### src/design/pbo_pkg.sv
package pbo_pkg;

	localparam int MAX_DIM   = 4096;
	localparam int COORD_W   = 12;
	localparam int DIM_W     = 13;
	localparam int OFF_W     = 13;
	localparam int WEIGHT_W  = 9;
	localparam int IDX_W     = 24;
	localparam int CH_W      = 8;
	localparam int NUM_CH    = 4;
	localparam int CH_TONE   = 3;
	localparam int CFG_W     = 13;
	localparam int CFG_IDX_W = 3;
	localparam int WEIGHT_ONE = 256;

	localparam int IN_DATA_W  = 2 * COORD_W + 2 * NUM_CH * CH_W;
	localparam int OUT_DATA_W = IDX_W + NUM_CH * CH_W;

	typedef enum logic [2:0] {
		MODE_OVERLAY = 3'd0,
		MODE_MASK    = 3'd1,
		MODE_INVMASK = 3'd2,
		MODE_MAX     = 3'd3,
		MODE_LERP    = 3'd4,
		MODE_MULT    = 3'd5
	} blend_mode_t;

	typedef enum logic [CFG_IDX_W-1:0] {
		REG_BLEND_MODE    = 3'd0,
		REG_LERP_WEIGHT   = 3'd1,
		REG_OFFSET_X      = 3'd2,
		REG_OFFSET_Y      = 3'd3,
		REG_TARGET_WIDTH  = 3'd4,
		REG_TARGET_HEIGHT = 3'd5
	} reg_idx_t;

	// channel 0 red, 1 green, 2 blue, 3 tone
	typedef logic [NUM_CH-1:0][CH_W-1:0] pix_t;

	typedef struct packed {
		blend_mode_t               mode;
		logic [WEIGHT_W-1:0]       weight;
		logic signed [OFF_W-1:0]   off_x;
		logic signed [OFF_W-1:0]   off_y;
		logic [DIM_W-1:0]          width;
		logic [DIM_W-1:0]          height;
	} cfg_t;

endpackage

### src/design/pixel_blend_with_offset.sv
// An accepted input transaction passes the input register, then the result register, to m_axis.
// Throughput: one pixel per cycle unless m_axis stalls; the whole blend and placement run
// in one pass between the input register and the result register (one 12x13 index multiply).
// The result register stalls independently; while a result waits, an empty input register takes input.
// Reset: arst_n clears both valid flags and restores the register reset values.
module pixel_blend_with_offset (
	input  logic                            clk,
	input  logic                            arst_n,
	input  logic                            wr_en,
	input  logic [pbo_pkg::CFG_IDX_W-1:0]   wr_index,
	input  logic [pbo_pkg::CFG_W-1:0]       wr_data,
	input  logic                            s_axis_tvalid,
	output logic                            s_axis_tready,
	// src_x, src_y, src_red, src_green, src_blue, src_tone,
	// tgt_red, tgt_green, tgt_blue, tgt_tone
	input  logic [pbo_pkg::IN_DATA_W-1:0]   s_axis_tdata,
	output logic                            m_axis_tvalid,
	input  logic                            m_axis_tready,
	// target_index, out_red, out_green, out_blue, out_tone
	output logic [pbo_pkg::OUT_DATA_W-1:0]  m_axis_tdata,
	// in_range
	output logic                            m_axis_tuser
);
	import pbo_pkg::*;

	localparam int PIX_W = NUM_CH * CH_W;

	cfg_t cfg;

	logic               v_s1, v_s2;
	logic               adv_s1, adv_s2;
	logic [COORD_W-1:0] src_x_s1, src_y_s1;
	pix_t               src_s1, tgt_s1;

	logic [IDX_W-1:0]   index_c;
	logic               range_c;
	pix_t               res_c;

	logic [IDX_W-1:0]   index_s2;
	logic               range_s2;
	pix_t               res_s2;

	pbo_cfg u_cfg (
		.clk      (clk),
		.arst_n   (arst_n),
		.wr_en    (wr_en),
		.wr_index (wr_index),
		.wr_data  (wr_data),
		.cfg      (cfg)
	);

	pbo_place u_place (
		.src_x        (src_x_s1),
		.src_y        (src_y_s1),
		.cfg          (cfg),
		.target_index (index_c),
		.in_range     (range_c)
	);

	pbo_blend u_blend (
		.tgt    (tgt_s1),
		.src    (src_s1),
		.mode   (cfg.mode),
		.weight (cfg.weight),
		.res    (res_c)
	);

	assign adv_s2        = !v_s2 || m_axis_tready;
	assign adv_s1        = !v_s1 || adv_s2;
	assign s_axis_tready = adv_s1;

	always_ff @(posedge clk or negedge arst_n) begin
		if (!arst_n) begin
			v_s1 <= 1'b0;
			v_s2 <= 1'b0;
		end else begin
			if (adv_s1)
				v_s1 <= s_axis_tvalid;
			if (adv_s2)
				v_s2 <= v_s1;
		end
	end

	always_ff @(posedge clk) begin
		if (s_axis_tvalid && adv_s1) begin
			src_x_s1 <= s_axis_tdata[COORD_W-1:0];
			src_y_s1 <= s_axis_tdata[2*COORD_W-1:COORD_W];
			src_s1   <= s_axis_tdata[2*COORD_W+PIX_W-1:2*COORD_W];
			tgt_s1   <= s_axis_tdata[2*COORD_W+2*PIX_W-1:2*COORD_W+PIX_W];
		end
		if (v_s1 && adv_s2) begin
			index_s2 <= index_c;
			range_s2 <= range_c;
			res_s2   <= res_c;
		end
	end

	assign m_axis_tvalid = v_s2;
	assign m_axis_tdata  = {res_s2, index_s2};
	assign m_axis_tuser  = range_s2;

	// input only stalls when both stages hold data and the sink is stalled
	a_full_stall: assert property (@(posedge clk) disable iff (!arst_n)
		!s_axis_tready |-> (v_s1 && v_s2 && !m_axis_tready))
		else $error("input stalled with room in the pipeline");

	a_oob_index: assert property (@(posedge clk) disable iff (!arst_n)
		(m_axis_tvalid && !m_axis_tuser) |-> (m_axis_tdata[IDX_W-1:0] == '0))
		else $error("out-of-range pixel with non-zero index");

	a_accept_lands: assert property (@(posedge clk) disable iff (!arst_n)
		(s_axis_tvalid && s_axis_tready) |=> v_s1)
		else $error("accepted transaction lost at input stage");

endmodule

### src/design/pbo_cfg.sv
module pbo_cfg (
	input  logic                           clk,
	input  logic                           arst_n,
	input  logic                           wr_en,
	input  logic [pbo_pkg::CFG_IDX_W-1:0]  wr_index,
	input  logic [pbo_pkg::CFG_W-1:0]      wr_data,
	output pbo_pkg::cfg_t                  cfg
);
	import pbo_pkg::*;

	cfg_t cfg_q;
	logic [WEIGHT_W-1:0] weight_sat;
	logic [DIM_W-1:0]    dim_sat;

	// saturate on write; only the clamped values are ever used
	always_comb begin
		if (32'(wr_data[WEIGHT_W-1:0]) > WEIGHT_ONE)
			weight_sat = WEIGHT_W'(WEIGHT_ONE);
		else
			weight_sat = wr_data[WEIGHT_W-1:0];
		if (32'(wr_data[DIM_W-1:0]) > MAX_DIM)
			dim_sat = DIM_W'(MAX_DIM);
		else
			dim_sat = wr_data[DIM_W-1:0];
	end

	always_ff @(posedge clk or negedge arst_n) begin
		if (!arst_n) begin
			cfg_q.mode   <= MODE_OVERLAY;
			cfg_q.weight <= WEIGHT_W'(128);
			cfg_q.off_x  <= '0;
			cfg_q.off_y  <= '0;
			cfg_q.width  <= DIM_W'(256);
			cfg_q.height <= DIM_W'(256);
		end else if (wr_en) begin
			unique case (reg_idx_t'(wr_index))
				REG_BLEND_MODE:    cfg_q.mode   <= blend_mode_t'(wr_data[2:0]);
				REG_LERP_WEIGHT:   cfg_q.weight <= weight_sat;
				REG_OFFSET_X:      cfg_q.off_x  <= $signed(wr_data[OFF_W-1:0]);
				REG_OFFSET_Y:      cfg_q.off_y  <= $signed(wr_data[OFF_W-1:0]);
				REG_TARGET_WIDTH:  cfg_q.width  <= dim_sat;
				REG_TARGET_HEIGHT: cfg_q.height <= dim_sat;
				default: ;
			endcase
		end
	end

	assign cfg = cfg_q;

endmodule

### src/design/pbo_place.sv
module pbo_place (
	input  logic [pbo_pkg::COORD_W-1:0] src_x,
	input  logic [pbo_pkg::COORD_W-1:0] src_y,
	input  pbo_pkg::cfg_t               cfg,
	output logic [pbo_pkg::IDX_W-1:0]   target_index,
	output logic                        in_range
);
	import pbo_pkg::*;

	localparam int POS_W  = OFF_W + 1;
	localparam int PROD_W = COORD_W + DIM_W;

	logic signed [POS_W-1:0] px, py;
	logic                    x_ok, y_ok;
	logic [PROD_W-1:0]       lin;

	always_comb begin
		px = $signed({{(POS_W-COORD_W){1'b0}}, src_x}) + POS_W'(cfg.off_x);
		py = $signed({{(POS_W-COORD_W){1'b0}}, src_y}) + POS_W'(cfg.off_y);
		x_ok = !px[POS_W-1] && (px[DIM_W-1:0] < cfg.width);
		y_ok = !py[POS_W-1] && (py[DIM_W-1:0] < cfg.height);
		in_range = x_ok && y_ok;
		// inside the target both coordinates fit in COORD_W bits
		lin = PROD_W'(py[COORD_W-1:0]) * PROD_W'(cfg.width)
		    + PROD_W'(px[COORD_W-1:0]);
		target_index = in_range ? lin[IDX_W-1:0] : '0;
	end

endmodule

### src/design/pbo_blend.sv
module pbo_blend (
	input  pbo_pkg::pix_t                tgt,
	input  pbo_pkg::pix_t                src,
	input  pbo_pkg::blend_mode_t         mode,
	input  logic [pbo_pkg::WEIGHT_W-1:0] weight,
	output pbo_pkg::pix_t                res
);
	import pbo_pkg::*;

	localparam int SUM_W = CH_W + WEIGHT_W;

	logic                src_wins;
	logic [WEIGHT_W-1:0] inv_w;
	logic [SUM_W-1:0]    mix [NUM_CH];
	logic [SUM_W-1:0]    prod [NUM_CH];
	logic [SUM_W-1:0]    quot [NUM_CH];

	always_comb begin
		src_wins = src[CH_TONE] > tgt[CH_TONE];
		inv_w    = WEIGHT_W'(WEIGHT_ONE) - weight;
		for (int i = 0; i < NUM_CH; i++) begin
			mix[i]  = SUM_W'(tgt[i]) * SUM_W'(inv_w) + SUM_W'(src[i]) * SUM_W'(weight);
			prod[i] = SUM_W'(tgt[i]) * SUM_W'(src[i]);
			// floor(p/255) for p below 2^16
			quot[i] = prod[i] + (prod[i] >> CH_W) + SUM_W'(1);
			case (mode)
				MODE_OVERLAY: res[i] = src[i];
				MODE_MASK:    res[i] = src_wins ? tgt[i] : src[i];
				MODE_INVMASK: res[i] = src_wins ? src[i] : tgt[i];
				MODE_MAX:     res[i] = (tgt[i] > src[i]) ? tgt[i] : src[i];
				MODE_LERP:    res[i] = mix[i][2*CH_W-1:CH_W];
				MODE_MULT:    res[i] = quot[i][2*CH_W-1:CH_W];
				default:      res[i] = tgt[i];
			endcase
		end
	end

endmodule
### config.mk
export PLATFORM = sky130hd
export DESIGN_NAME = pixel_blend_with_offset
export DESIGN_NICKNAME = d
export VERILOG_FILES = /design/src/design/pbo_pkg.sv /design/src/design/pixel_blend_with_offset.sv /design/src/design/pbo_cfg.sv /design/src/design/pbo_place.sv /design/src/design/pbo_blend.sv
export SDC_FILE = /design/constraint.sdc
export NUM_CORES = 2
export LEC_CHECK = 0
export BUFFER_PORTS_ARGS = -buffer_cell sky130_fd_sc_hd__buf_2
export CAP_MARGIN = 20
export CORE_UTILIZATION = 65
export DETAILED_ROUTE_END_ITERATION = 12
export GPL_ROUTABILITY_DRIVEN = 0
export PLACE_DENSITY = 0.83
export SYNTH_ARGS = -nofsm -noshare
export SYNTH_HDL_FRONTEND = slang
export SYNTH_SLANG_ARGS = --single-unit
### constraint.sdc
create_clock -name clk -period 18.9 [get_ports clk]
set_input_delay 0.945 -clock clk [delete_from_list [all_inputs] [get_ports clk]]
set_output_delay 0.945 -clock clk [all_outputs]
set_load 0.1 [all_outputs]
==> impl_metrics.env <==
export IMPL_syn_nets=6125
export IMPL_antenna_found_initial=1
export IMPL_drt_wl_total_um=112000
export IMPL_grt_pass1_wl_um=182000
export IMPL_dieArea_um2=68400
export IMPL_rsz0062_at_grt="no"
export IMPL_r2r_cells=25
export IMPL_synth_top_flop_cell="edfxtp_1"
export IMPL_htree_levels=1
export IMPL_worst_pin_slew_ns=1.11
export IMPL_hpwl_um=85400
export IMPL_critPathMaxStageDelay_ns=0.74
export IMPL_hold_depth=2
export IMPL_synth_seq_cells=211
export IMPL_cpMaxStageDelayCell="xor2_2"
export IMPL_std_cell_rows=94
export IMPL_cts_sinks=211
export IMPL_netlist_top_cells_area="fa_1 32%, ha_1 17%, edfxtp_1 9.9%"
export IMPL_cp_end_kind="register"
export IMPL_vias=33400
export IMPL_core_area_um2=66200
export IMPL_ant_nets=0
export IMPL_final_max_slew_viol_count=0
export IMPL_routedWlPerCell_um=19.6
export IMPL_cts_tree="done"
export IMPL_synth_avg_cell_area_um2=9.23
export IMPL_layout_drive_gt1_share_pct=7.19
export IMPL_period_needed_ns=8.58
export IMPL_hold_violations=0
export IMPL_r2r_start="u_cfg.cfg[53]"
export IMPL_min_to="u_cfg.cfg[10]"
export IMPL_grt_max_degree=67
export IMPL_hold_class="register to register"
export IMPL_initial_core_util_pct=66.1
export IMPL_final_fill_count=4857
export IMPL_cts_made_buffers=28
export IMPL_postCtsSetupRepairBufs=0
export IMPL_required_ns=19.23
export IMPL_area_delta_synth_final_pct=5.99
export IMPL_worstPathMaxFanout=17
export IMPL_grt_pass1_vias=35400
export IMPL_synthCells=4741
export IMPL_nets=6185
export IMPL_yosysUniqueCellTypes=94
export IMPL_cp_start_kind="register"
export IMPL_cts_hold_buf=0
export IMPL_setup_viol_count_final=0
export IMPL_firstDrtPassIters=7
export IMPL_status="finished clean"
export IMPL_yosysMostFrequentCell="inv_1"
export IMPL_fin_crit_sh_pct=45.4
export IMPL_drc=0
export IMPL_cpMostUsedCell="fa_1"
export IMPL_async_flop_share_pct=31.3
export IMPL_clockBufferDepth=3
export IMPL_finalSetupTns_ns=0
export IMPL_synth_edff_count=145
export IMPL_root_buffer="clkbuf_16"
export IMPL_route_detailed_vias_per_inst=5.87
export IMPL_synth_top_area_share_pct=31.6
export IMPL_fin_util_pct=70.1
export IMPL_drt_iter0_drc=2336
export IMPL_critPathKind="register to register"
export IMPL_die_w_um=261
export IMPL_clkTransAtPathRegs_ns=0.06
export IMPL_regToRegSetupSlack_ns=10.32
export IMPL_worstHoldStart="u_cfg.cfg[10]"
export IMPL_maxCapViolCount=0
export IMPL_arrival_ns=8.91
export IMPL_synth_largest_area_cell="fa_1"
export IMPL_die_y_um=261
export IMPL_rr_endpoint="m_axis_tdata[38]"
export IMPL_fmax_ghz=0.117
export IMPL_ctsResizeCount=0
export IMPL_synth_common_cells="1013 x inv_1, 690 x fa_1, 585 x ha_1"
export IMPL_clk_latency_ns=0.63
export IMPL_relSlewSlack_pct=26.1
export IMPL_seq_area_frac_synth_pct=13.7
export IMPL_ys_warnings_count=0
export IMPL_grtUsageTotal_pct=34.0
export IMPL_io_pins=168
export IMPL_synth_area_um2=43800
export IMPL_io_buffers=167
export IMPL_fin_skew_ns=0.0474
export IMPL_grt_overflow_total=0
## layout by cell type (no fill, tap or decap), types with 15 or more instances in the layout
master     synthesis  routed
inv_1           1013    1013
fa_1             690     690
ha_1             585     585
nand2_1          526     526
and2_1           470     468
buf_2              2     167
nor2_1           160     159
edfxtp_1         145     145
o21ai_0          117     117
xnor2_1          115     109
a21oi_1           98      98
dfrtp_1           63      63
xor2_1            58      57
a21o_1            46      46
buf_4              0      45
nand2b_1          41      41
nand3_1           35      35
mux2_2            32      32
o21a_1            29      29
nor3_1            28      28
clkbuf_16          0      28
a211oi_1          22      22
nor2b_1           21      21
nand4_1           21      21
o211ai_1          16      16
a222oi_1          15      15
## area by class of cell
| class | count | area (µm²) | area share [%] |
|---|---|---|---|
| flip-flops and latches | 211 | 6010 | 13.0 |
| repair buffers | 212 | 1170 | 2.53 |
| multi-input cells | 3330 | 33300 | 71.8 |
| clock buffers | 32 | 736 | 1.59 |
| inverters | 1018 | 3820 | 8.24 |
| clock inverters | 20 | 249 | 0.537 |
| well taps | 864 | 1080 | 2.33 |
| diodes | 1 | 2.50 | 0.00539 |
## state kept, by name, indices dropped and copies added (netlist names)
| signal | flops |
|---|---|
| m_axis_tuser | 1 |
| src_y_s1 | 12 |
| u_cfg.cfg | 64 |
| m_axis_tvalid | 1 |
| tgt_s1 | 32 |
| m_axis_tdata | 32 |
| v_s1 | 1 |
| src_x_s1 | 12 |
| src_s1 | 32 |
| index_s2 | 24 |
## cell families (layout without fill, tap and decap cells)
| family | after synthesis | count (layout) | share of synthesized area [%] |
|---|---|---|---|
| simple gates | 1369 | 1369 | 15.7 |
| mux | 38 | 38 | 0.961 |
| buf+inv | 1200 | 1282 | 10.3 |
| compound gates | 474 | 474 | 7.51 |
| other cells | 0 | 1 | 0 |
| xor+xnor | 174 | 174 | 3.50 |
| flops | 211 | 211 | 13.7 |
| fa+ha+maj | 1275 | 1275 | 48.3 |
## per-stage QoR
step	instances	hold slack [ns]	setup WS [ns]	area [µm²]
after CTS	5687	0.468	10.44	46400
after detailed placement	5635	0.470	10.48	45400
after global routing	5687	0.474	9.98	46400
after global placement	5635	0.462	10.65	45400
final	5688	0.482	10.32	46400
after floorplan	4741	0.449	11.37	43800
## critical path: cells and delay by family, from the launching register on
| kind | cells | cell delay [ns] |
|---|---|---|
| buffers and inverters | 5 | 0.69 |
| xor gates and xnor gates | 2 | 0.82 |
| DFF | 1 | 0.67 |
| and+or+nand+nor | 4 | 1.28 |
| AOI/OAI and AO/OA | 6 | 1.33 |
| adders and majority gates | 8 | 3.50 |
## worst max path at each step
| stage | startpoint | end | slack [ns] | cells after the start |
|---|---|---|---|---|
| floorplan | u_cfg.cfg[52] | m_axis_tdata[38] | 11.37 | 27 |
| global placement | u_cfg.cfg[52] | m_axis_tdata[38] | 10.65 | 26 |
| detailed placement | u_cfg.cfg[52] | m_axis_tdata[38] | 10.48 | 26 |
| CTS | u_cfg.cfg[53] | m_axis_tdata[38] | 10.44 | 25 |
| global route | u_cfg.cfg[53] | m_axis_tdata[39] | 9.98 | 25 |
| finish | u_cfg.cfg[53] | m_axis_tdata[38] | 10.32 | 25 |
## routing by layer
layer  share of wire [%]  track usage (%)
met5              0.0081                0
met4                 5.4             15.7
met3                 9.0             5.92
met2                  48             57.3
met1                  38             42.8
Power is not shown: default switching activity piles up to over one toggle a cycle in this logic, so the estimate is an artifact.
